## src/design/mhfl_pkg.sv

```systemverilog
// Shared constants, payload types and helper functions of the header field locator.
package mhfl_pkg;

  localparam int MAX_NAME_BYTES = 32;
  localparam int OFFSET_BITS    = 16;
  localparam int NAME_LEN_BITS  = 6;
  localparam int NAME_STORE     = 32;
  localparam int NAME_SEL_BITS  = 5;
  localparam int CFG_IDX_BITS   = 3;
  localparam int CFG_DATA_BITS  = 64;

  localparam logic [7:0] CH_CR  = 8'h0D;
  localparam logic [7:0] CH_LF  = 8'h0A;
  localparam logic [7:0] CH_TAB = 8'h09;
  localparam logic [7:0] CH_SP  = 8'h20;

  localparam logic [CFG_IDX_BITS-1:0] CFG_NAME_LENGTH = 3'd0;
  localparam logic [CFG_IDX_BITS-1:0] CFG_NAME_BYTES0 = 3'd1;
  localparam logic [CFG_IDX_BITS-1:0] CFG_NAME_BYTES1 = 3'd2;
  localparam logic [CFG_IDX_BITS-1:0] CFG_NAME_BYTES2 = 3'd3;
  localparam logic [CFG_IDX_BITS-1:0] CFG_NAME_BYTES3 = 3'd4;

  typedef struct packed {
    logic [7:0] data_byte;
    logic       last_byte;
  } in_item_t;

  typedef struct packed {
    logic                   found;
    logic [OFFSET_BITS-1:0] line_offset;
    logic [OFFSET_BITS-1:0] value_offset;
    logic [OFFSET_BITS-1:0] value_end_offset;
    logic [OFFSET_BITS-1:0] field_length;
  } out_item_t;

  // Header name as seen by the scanner: length already clamped.
  typedef struct packed {
    logic [NAME_LEN_BITS-1:0]     len;
    logic [NAME_STORE-1:0][7:0]   bytes;
  } name_cfg_t;

  function automatic logic [7:0] fold_case(input logic [7:0] c);
    logic [7:0] r;
    r = c;
    if (c >= 8'h41 && c <= 8'h5A) r = c + 8'h20;
    return r;
  endfunction

  function automatic logic is_blank(input logic [7:0] c);
    return (c == CH_SP) || (c == CH_TAB);
  endfunction

endpackage

```

## src/design/mhfl_cfg_regs.sv

```systemverilog
// Configuration registers holding the header name and its clamped length.
module mhfl_cfg_regs (
  input  logic                                clk,
  input  logic                                rst_n,
  input  logic                                cfg_we,
  input  logic [mhfl_pkg::CFG_IDX_BITS-1:0]   cfg_index,
  input  logic [mhfl_pkg::CFG_DATA_BITS-1:0]  cfg_data,
  output mhfl_pkg::name_cfg_t                 name_cfg
);
  import mhfl_pkg::*;

  logic [NAME_LEN_BITS-1:0]   len_r;
  logic [3:0][CFG_DATA_BITS-1:0] bytes_r;

  always_ff @(posedge clk) begin
    if (!rst_n) begin
      len_r   <= '0;
      bytes_r <= '0;
    end else if (cfg_we) begin
      unique case (cfg_index)
        CFG_NAME_LENGTH: len_r      <= cfg_data[NAME_LEN_BITS-1:0];
        CFG_NAME_BYTES0: bytes_r[0] <= cfg_data;
        CFG_NAME_BYTES1: bytes_r[1] <= cfg_data;
        CFG_NAME_BYTES2: bytes_r[2] <= cfg_data;
        CFG_NAME_BYTES3: bytes_r[3] <= cfg_data;
        default: ;
      endcase
    end
  end

  // Lengths beyond the name store are treated as the full store.
  assign name_cfg.len = (len_r > NAME_LEN_BITS'(MAX_NAME_BYTES)) ?
                        NAME_LEN_BITS'(MAX_NAME_BYTES) : len_r;
  assign name_cfg.bytes = bytes_r;

endmodule

```

## src/design/mail_header_field_locator.sv

```systemverilog
// A byte sits in input register in_r; its result is registered in out_r for out_valid.
// Throughput: one byte per cycle; a full, stalled result register holds back only a byte
// that itself produces a result, through the one-item input register.
// One result per message, when the search is decided or at the last byte.
// Reset (rst_n low at a clock edge) clears handshake state, scan state and the name registers.
module mail_header_field_locator (
  input  logic                                clk,
  input  logic                                rst_n,
  input  logic                                in_valid,
  output logic                                in_stall,
  input  mhfl_pkg::in_item_t                  in_data,
  output logic                                out_valid,
  input  logic                                out_stall,
  output mhfl_pkg::out_item_t                 out_data,
  input  logic                                cfg_we,
  input  logic [mhfl_pkg::CFG_IDX_BITS-1:0]   cfg_index,
  input  logic [mhfl_pkg::CFG_DATA_BITS-1:0]  cfg_data
);
  import mhfl_pkg::*;

  typedef enum logic [2:0] {
    PH_MATCH, PH_BLANKS, PH_VALUE, PH_FOLD, PH_DONE
  } phase_t;

  localparam logic [OFFSET_BITS-1:0] OFF_MAX = '1;

  name_cfg_t name_cfg;

  mhfl_cfg_regs u_cfg (
    .clk      (clk),
    .rst_n    (rst_n),
    .cfg_we   (cfg_we),
    .cfg_index(cfg_index),
    .cfg_data (cfg_data),
    .name_cfg (name_cfg)
  );

  logic      in_vld_r, in_vld_nxt;
  in_item_t  in_r;
  logic      out_vld_r, out_vld_nxt;
  out_item_t out_r, out_nxt;

  phase_t                   phase_r, phase_nxt;
  logic [OFFSET_BITS-1:0]   pos_r, pos_nxt;
  logic [NAME_LEN_BITS-1:0] idx_r, idx_nxt;
  logic                     ok_r, ok_nxt;
  logic [OFFSET_BITS-1:0]   line_r, line_nxt;
  logic [OFFSET_BITS-1:0]   vstart_r, vstart_nxt;
  logic [OFFSET_BITS-1:0]   cand_r, cand_nxt;
  logic                     cr_r, cr_nxt;

  logic                     emit;
  logic                     hit;
  logic [OFFSET_BITS-1:0]   e_line, e_val, e_end;
  logic                     go_blanks, go_value;
  logic [7:0]               b;
  logic                     is_crlf;
  logic [NAME_LEN_BITS-1:0] idx_inc;
  logic                     proc;
  logic                     in_accept;

  assign b       = in_r.data_byte;
  assign is_crlf = (b == CH_CR) || (b == CH_LF);
  assign idx_inc = idx_r + NAME_LEN_BITS'(1);

  always_comb begin
    phase_nxt  = phase_r;
    pos_nxt    = (pos_r == OFF_MAX) ? pos_r : pos_r + OFFSET_BITS'(1);
    idx_nxt    = idx_r;
    ok_nxt     = ok_r;
    line_nxt   = line_r;
    vstart_nxt = vstart_r;
    cand_nxt   = cand_r;
    cr_nxt     = cr_r;
    emit       = 1'b0;
    hit        = 1'b0;
    e_line     = '0;
    e_val      = '0;
    e_end      = '0;
    go_blanks  = 1'b0;
    go_value   = 1'b0;

    unique case (phase_r)
      PH_MATCH: begin
        // A blank line after the first line closes the search unfound.
        if (ok_r && idx_r == '0 && line_r != '0 && is_crlf) begin
          emit      = 1'b1;
          phase_nxt = PH_DONE;
        end else if (ok_r && idx_r >= name_cfg.len) begin
          go_blanks = 1'b1;
        end else if (b == CH_LF) begin
          line_nxt = pos_nxt;
          idx_nxt  = '0;
          ok_nxt   = 1'b1;
        end else if (ok_r) begin
          if (fold_case(b) == fold_case(name_cfg.bytes[idx_r[NAME_SEL_BITS-1:0]])) begin
            idx_nxt = idx_inc;
            if (idx_inc >= name_cfg.len) phase_nxt = PH_BLANKS;
          end else begin
            ok_nxt = 1'b0;
          end
        end
      end
      PH_BLANKS: go_blanks = 1'b1;
      PH_VALUE:  go_value  = 1'b1;
      PH_FOLD: begin
        if (cr_r && b == CH_LF) begin
          cr_nxt = 1'b0;
        end else if (is_blank(b)) begin
          phase_nxt = PH_VALUE;
          cr_nxt    = 1'b0;
        end else begin
          emit      = 1'b1;
          hit       = 1'b1;
          e_line    = line_r;
          e_val     = vstart_r;
          e_end     = cand_r;
          phase_nxt = PH_DONE;
        end
      end
      PH_DONE: ;
      default: ;
    endcase

    if (go_blanks) begin
      if (is_blank(b)) begin
        phase_nxt = PH_BLANKS;
      end else begin
        vstart_nxt = pos_r;
        phase_nxt  = PH_VALUE;
        go_value   = 1'b1;
      end
    end

    if (go_value && is_crlf) begin
      cand_nxt  = pos_r;
      cr_nxt    = (b == CH_CR);
      phase_nxt = PH_FOLD;
    end

    // The last byte closes whatever search is still open, then the scan restarts.
    if (in_r.last_byte) begin
      if (!emit) begin
        unique case (phase_nxt)
          PH_BLANKS: begin
            emit = 1'b1; hit = 1'b1;
            e_line = line_nxt; e_val = pos_nxt; e_end = pos_nxt;
          end
          PH_VALUE: begin
            emit = 1'b1; hit = 1'b1;
            e_line = line_nxt; e_val = vstart_nxt; e_end = pos_nxt;
          end
          PH_FOLD: begin
            emit = 1'b1; hit = 1'b1;
            e_line = line_nxt; e_val = vstart_nxt; e_end = cand_nxt;
          end
          PH_MATCH: emit = 1'b1;
          PH_DONE:  ;
          default:  ;
        endcase
      end
      phase_nxt  = PH_MATCH;
      pos_nxt    = '0;
      idx_nxt    = '0;
      ok_nxt     = 1'b1;
      line_nxt   = '0;
      vstart_nxt = '0;
      cand_nxt   = '0;
      cr_nxt     = 1'b0;
    end
  end

  always_comb begin
    out_nxt.found            = hit;
    out_nxt.line_offset      = e_line;
    out_nxt.value_offset     = e_val;
    out_nxt.value_end_offset = e_end;
    out_nxt.field_length     = e_end - e_line;
  end

  // An item that produces no result can move on even while the result register is stalled.
  assign proc      = in_vld_r && (!emit || !out_vld_r || !out_stall);
  assign in_stall  = in_vld_r && !proc;
  assign in_accept = in_valid && !in_stall;

  always_comb begin
    in_vld_nxt = in_vld_r;
    if (in_accept) in_vld_nxt = 1'b1;
    else if (proc) in_vld_nxt = 1'b0;

    out_vld_nxt = out_vld_r;
    if (proc && emit) out_vld_nxt = 1'b1;
    else if (out_vld_r && !out_stall) out_vld_nxt = 1'b0;
  end

  always_ff @(posedge clk) begin
    if (!rst_n) begin
      in_vld_r  <= 1'b0;
      out_vld_r <= 1'b0;
      phase_r   <= PH_MATCH;
      pos_r     <= '0;
      idx_r     <= '0;
      ok_r      <= 1'b1;
      line_r    <= '0;
      vstart_r  <= '0;
      cand_r    <= '0;
      cr_r      <= 1'b0;
    end else begin
      in_vld_r  <= in_vld_nxt;
      out_vld_r <= out_vld_nxt;
      if (proc) begin
        phase_r  <= phase_nxt;
        pos_r    <= pos_nxt;
        idx_r    <= idx_nxt;
        ok_r     <= ok_nxt;
        line_r   <= line_nxt;
        vstart_r <= vstart_nxt;
        cand_r   <= cand_nxt;
        cr_r     <= cr_nxt;
      end
    end
  end

  always_ff @(posedge clk) begin
    if (in_accept) in_r <= in_data;
    if (proc && emit) out_r <= out_nxt;
  end

  assign out_valid = out_vld_r;
  assign out_data  = out_r;

  a_not_found_zero: assert property (@(posedge clk) disable iff (!rst_n)
    out_valid && !out_data.found |->
      out_data.line_offset == '0 && out_data.value_offset == '0 &&
      out_data.value_end_offset == '0 && out_data.field_length == '0)
    else $error("unfound result carries nonzero offsets");

  a_found_order: assert property (@(posedge clk) disable iff (!rst_n)
    out_valid && out_data.found |->
      out_data.value_offset >= out_data.line_offset &&
      out_data.value_end_offset >= out_data.value_offset)
    else $error("found result offsets out of order");

  a_held_item: assert property (@(posedge clk) disable iff (!rst_n)
    in_vld_r && !proc |=> in_vld_r && $stable(in_r) && $stable(phase_r))
    else $error("held item or scan state lost while stalled");

endmodule
```

## config.mk

```make
export PLATFORM = sky130hd
export DESIGN_NAME = mail_header_field_locator
export DESIGN_NICKNAME = d
export VERILOG_FILES = /design/src/design/mhfl_pkg.sv /design/src/design/mhfl_cfg_regs.sv /design/src/design/mail_header_field_locator.sv
export SDC_FILE = /design/constraint.sdc
export NUM_CORES = 1
export LEC_CHECK = 0
export BUFFER_PORTS_ARGS = -buffer_cell sky130_fd_sc_hd__clkbuf_2
export CORE_MARGIN = 3
export CORE_UTILIZATION = 65
export DETAILED_ROUTE_END_ITERATION = 8
export GPL_ROUTABILITY_DRIVEN = 0
export PLACE_DENSITY_LB_ADDON = 0.05
export REMOVE_ABC_BUFFERS = 1
export SKIP_CTS_REPAIR_TIMING = 1
export SYNTH_ARGS = -nofsm -noshare
export SYNTH_HDL_FRONTEND = slang
export SYNTH_SLANG_ARGS = --single-unit
```

## constraint.sdc

```tcl
create_clock -name clk -period 14.2 [get_ports clk]
set_input_delay 2.13 -clock clk [delete_from_list [all_inputs] [get_ports clk]]
set_output_delay 2.13 -clock clk [all_outputs]
set_load 0.005 [all_outputs]
```

### Word-level counts from Yosys, hierarchy flattened

Cells that the tools add are included.

* logic and storage cells: 197
* input port bits: 81
* output and inout bits: 67
* flip-flop bits (word level): 413

* $lt $le $gt $ge: 8
* reductions and logical operators: 46
* add/sub/neg operators: 5
* equal/unequal tests: 18
* multiplexer cells: 98

Operators with widths (count)
* 2-to-1 mux 16 bit: 28
* 2-to-1 mux 8 bit: 13
* case mux 16 bit (2 select lines): 2
* 2-to-1 mux 6 bit: 8
* binary-select mux 8 bit (select 5 bit): 1
* 2-to-1 mux 3 bit: 11
* 2-to-1 mux 1 bit: 31
* equality test 8 x 4 -> 1 bit, second input constant: 3
* equality test 3 x 2 -> 1 bit, second input constant: 6
* adder 16 x 1 -> 16 bit, second input constant: 1
* adder 8 x 6 -> 8 bit, second input constant: 2
* equality test 16 bit, second input constant: 1
* >= comparator 8 x 7 -> 1 bit, second input constant: 2
* <= comparator 8 x 7 -> 1 bit, second input constant: 2
* nonzero test 16 bit: 1
* subtractor 16 bit: 1
* logical AND 1 bit: 13
* >= comparator 6 bit: 2
* AND reduction 2 bit: 5
* equality test 3 x 1 -> 1 bit, second input constant: 3
* logical NOT 3 bit: 3
* nonzero test 3 bit: 3
* equality test 8 x 6 -> 1 bit, second input constant: 1
* equality test 8 bit: 1
* other kinds (19): 31

### Longest topological paths before layout

* word-level depth: 33
* gate-level depth with buffers: 35
* gate-level depth less buffers: 30

### Hierarchy

Synthesis repeated with hierarchy kept, for this count alone.

* cell total of the unflattened synthesis: 2068
* area, all modules: 20206.9 um2

By module, submodules not included
* mail_header_field_locator: area an instance 10674.0 um2, cells each 1142, seq. area each 3763.6 um2, times used 1
* mhfl_cfg_regs: area an instance 9532.9 um2, cells each 926, seq. area each 5245.0 um2, times used 1

### Least setup slack after synthesis

No wires, ideal clock.

* kind: register to register
* from: register idx_r[0]
* to: register out_r (netlist bit out_data[14]) (data pin)
* setup time: 135 ps
* data required time: 14065 ps
* data arrival time: 6451 ps
* path slack: 7614 ps
* path buffers: 5
* stages on the path, launching flop included: 33
* period minus slack after synthesis: 6586 ps
* cells stage by stage: dfxtp_1 -> buf_2 -> inv_1 -> buf_2 -> buf_2 -> ha_1 -> nand2b_1 -> a21o_1 -> a21o_1 -> a21oi_1 -> o21ai_0 -> a21oi_1 -> o21ai_0 -> nand2_1 -> clkbuf_1 -> clkbuf_1 -> mux2i_1 -> o22ai_1 -> a22o_1 -> ha_1 -> nor2b_1 -> o21ai_0 -> a21boi_0 -> o21ai_0 -> a21boi_0 -> o21ai_0 -> a21boi_0 -> o21ai_0 -> a21boi_0 -> o21ai_0 -> a21boi_0 -> or4b_2 -> nand3_1

RTL lines
* start: declaration: RTL line mail_header_field_locator.sv:45 `logic [NAME_LEN_BITS-1:0] idx_r, idx_nxt;`
* start signal: assignment: RTL line mail_header_field_locator.sv:214 `idx_r <= idx_nxt;`
* end signal: assignment: RTL line mail_header_field_locator.sv:226 `if (proc && emit) out_r <= out_nxt;`
* end: declaration: RTL line mail_header_field_locator.sv:41 `out_item_t out_r, out_nxt;`

==> flow_metrics.py <==
metrics = {
    "run_status": {
        "status": "finished, final reports clean",
    },
    "floorplanning": {
        "fp.dieH_um": 180,
        "io_pins": 148,
        "die_x_um": 180,
        "dieArea_sq_um": 32300,
        "rows": 62,
        "core-area_sq_um": 29200,
        "initial_core_util": 0.671,
    },
    "setup_path": {
        "critPathSlowestCell": "buf_4",
        "required_ps": 14580,
        "slowest_delay_ps": 900,
        "criticalPathCategory": "flop to flop",
        "arrival_ps": 9550,
        "cp_max_fo": 58,
        "cp-start-kind": "flop",
        "end_kind": "flop",
        "r2r_slack_ps": 5040,
    },
    "run": {
        "max_cap_violations": 0,
    },
    "logic_synthesis": {
        "syn-mean-instance-area_sq_um": 8.80,
        "synth_area_sq_um": 19600,
        "synth_edf_count": 74,
        "ys_seq_area_frac": 0.459,
        "synth-main-ff-cell": "dfxtp_1",
        "async_flop_share": 0,
        "yosys_warnings": 0,
        "ys_ff_latch": 413,
        "ys_types": 74,
        "postSynthCellCount": 2230,
    },
    "global_route": {
        "grt_pass1_vias": 16400,
        "antenna_found_initial": 0,
        "grt_max_degree": 128,
        "grt.total_usage": 0.309,
        "grt-ovfl-total": 0,
        "grt_pass1_wl_mm": 83.2,
    },
    "finish": {
        "synthToLayoutAreaGrowth_pct": 10.4,
        "instances_no_fill": 2695,
        "nets": 2393,
        "drive_gt1_frac": 0.145,
        "fillers": 2184,
        "utilization": 0.741,
        "diodes": 0,
    },
    "route": {
        "wirelength_mm": 52.2,
        "routed_via_density": 6.26,
        "drt_first_iter_violations": 1547,
        "postRouteAntennaNets": 0,
        "vias": 16900,
        "drt-pass1-iter-count": 6,
        "drc": 0,
        "wl_per_cell_um": 19.4,
    },
    "sta": {
        "worst_slew_pin_slew_ps": 1310,
        "fin_skew_ps": 24.8,
        "finalSetupViolations": 0,
        "slew_headroom": 0.122,
        "rsz0062_at_grt": "false",
        "period_minus_slack_ps": 9160,
        "finalCritPeriodShare": 0.645,
        "fmax_ghz": 0.109,
        "slew_viol_final": 0,
        "hold_slack_ps": 453,
        "setup_tns_ps": 0,
        "hold_viol": 0,
    },
    "placement": {
        "place_inst": 2619,
        "dp_hpwl_mm": 33.6,
        "portBuffers": 147,
    },
    "clock_network": {
        "clock_latency_ps": 540,
        "cts_buffers": 42,
        "cts_root_buffer": "clkbuf_16",
        "cts_tree": "built",
        "numClockSinks": 413,
        "htreeDepth": 2,
        "clkTransAtPathRegs_ps": 70,
        "clockBufferDepth": 3,
    },
    "power": {
        "p_per_area_nw_per_um2": 114,
        "power.leakage_nw": 7.86,
        "finalPower_w": 0.00247,
        "peakVddDrop_mv": 0.0932,
    },
    "worst_hold_path": {
        "hold_class": "flop to flop",
    },
}
-- synthesized netlist by cell type (16+ instances only) --
cell	count	share of area
mux4_2	42	0.048
nor3_1	16	0.0041
a21oi_1	303	0.077
o22ai_1	22	0.0070
nand3_1	20	0.0051
a22oi_1	91	0.035
inv_1	34	0.0065
mux2i_1	94	0.048
xnor2_1	24	0.011
ha_1	32	0.020
dfxtp_1	339	0.35
nand2_1	579	0.11
nor2_1	127	0.024
o21ai_0	24	0.0061
edfxtp_1	74	0.11
a22o_1	32	0.014
clkbuf_1	136	0.026
-- cell families (layout without fill, tap and decap cells) --
| family | after synthesis | after routing | share of synthesized area |
|---|---|---|---|
| simple gates | 840 | 840 | 0.180 |
| compound gates | 552 | 552 | 0.175 |
| flops | 413 | 413 | 0.459 |
| buf+inv | 210 | 291 | 0.0461 |
| mux | 146 | 146 | 0.102 |
| xor+xnor | 36 | 36 | 0.0161 |
| fa+ha+maj | 33 | 33 | 0.0214 |
-- metal layers --
metal,vias to the layer above,global-route usage,part of all wire
met3,183,0.0437,0.073
met1,7979,0.377,0.39
met2,795,0.535,0.49
met5,-,0,0
li1,7908,-,-
met4,0,0.159,0.050
-- where the power goes --
group          internal (W)  switching (W)
clock              0.000621       0.000444
combinational     0.0000547       0.000117
sequential          0.00122      0.0000157
-- cell type report --
cell class | instances | area, sq um | share of cell area
flip-flops and latches | 413 | 9010 | 0.416
clock inverters | 9 | 90.1 | 0.00416
multi-input cells | 1607 | 9750 | 0.450
repair buffers | 171 | 916 | 0.0423
clock buffers | 67 | 1250 | 0.0575
inverters | 44 | 173 | 0.00797
well taps | 384 | 480 | 0.0222
-- metrics by stage --
stage,area [sq um],setup WS [ps]
5_1_grt,21700,4310
6_report,21700,5040
3_3_place_gp,20300,5480
3_5_place_dp,20300,5240
2_1_floorplan,18900,3850
4_1_cts,21700,5160
-- final timing paths --
kind | startpoint | end | cells after the start
worst max-delay path | idx_r[1] | out_data[14] | 29
worst min-delay path | u_cfg.name_cfg[99] | u_cfg.name_cfg[99] | 2
worst max register to register | idx_r[1] | out_data[14] | 29
worst min register to register | u_cfg.name_cfg[99] | u_cfg.name_cfg[99] | 2
-- worst max-delay path: cells and delay by family, from the launching register on --
kind / cells / cell delay, ps
AO/OA/AOI/OAI: 15 / 3680
AND/OR/NAND/NOR: 6 / 1590
buffers and inverters: 3 / 1280
multiplexers: 3 / 1190
flip-flops: 1 / 830
adder cells (fa/ha/maj): 2 / 420
-- sequential cells by signal, indices dropped and copies added (netlist names), 3 cells and up --
| name | cells |
|---|---|
| line_r | 16 |
| phase_r | 3 |
| cand_r | 16 |
| u_cfg.name_cfg | 256 |
| b | 8 |
| vstart_r | 16 |
| idx_r | 6 |
| pos_r | 16 |
| u_cfg.len_r | 6 |
| out_data | 65 |
-- cells in the final DEF, fill, tap and decap left out, types with 32 or more instances in the layout --
cell type / n
a21oi_1: 303
mux4_2: 42
edfxtp_1: 74
clkbuf_16: 43
a22oi_1: 91
ha_1: 32
a22o_1: 32
clkbuf_2: 147
nand2_1: 579
nor2_1: 125
inv_1: 34
dfxtp_1: 337
mux2i_1: 94
Power figures use the tool's default switching activity.
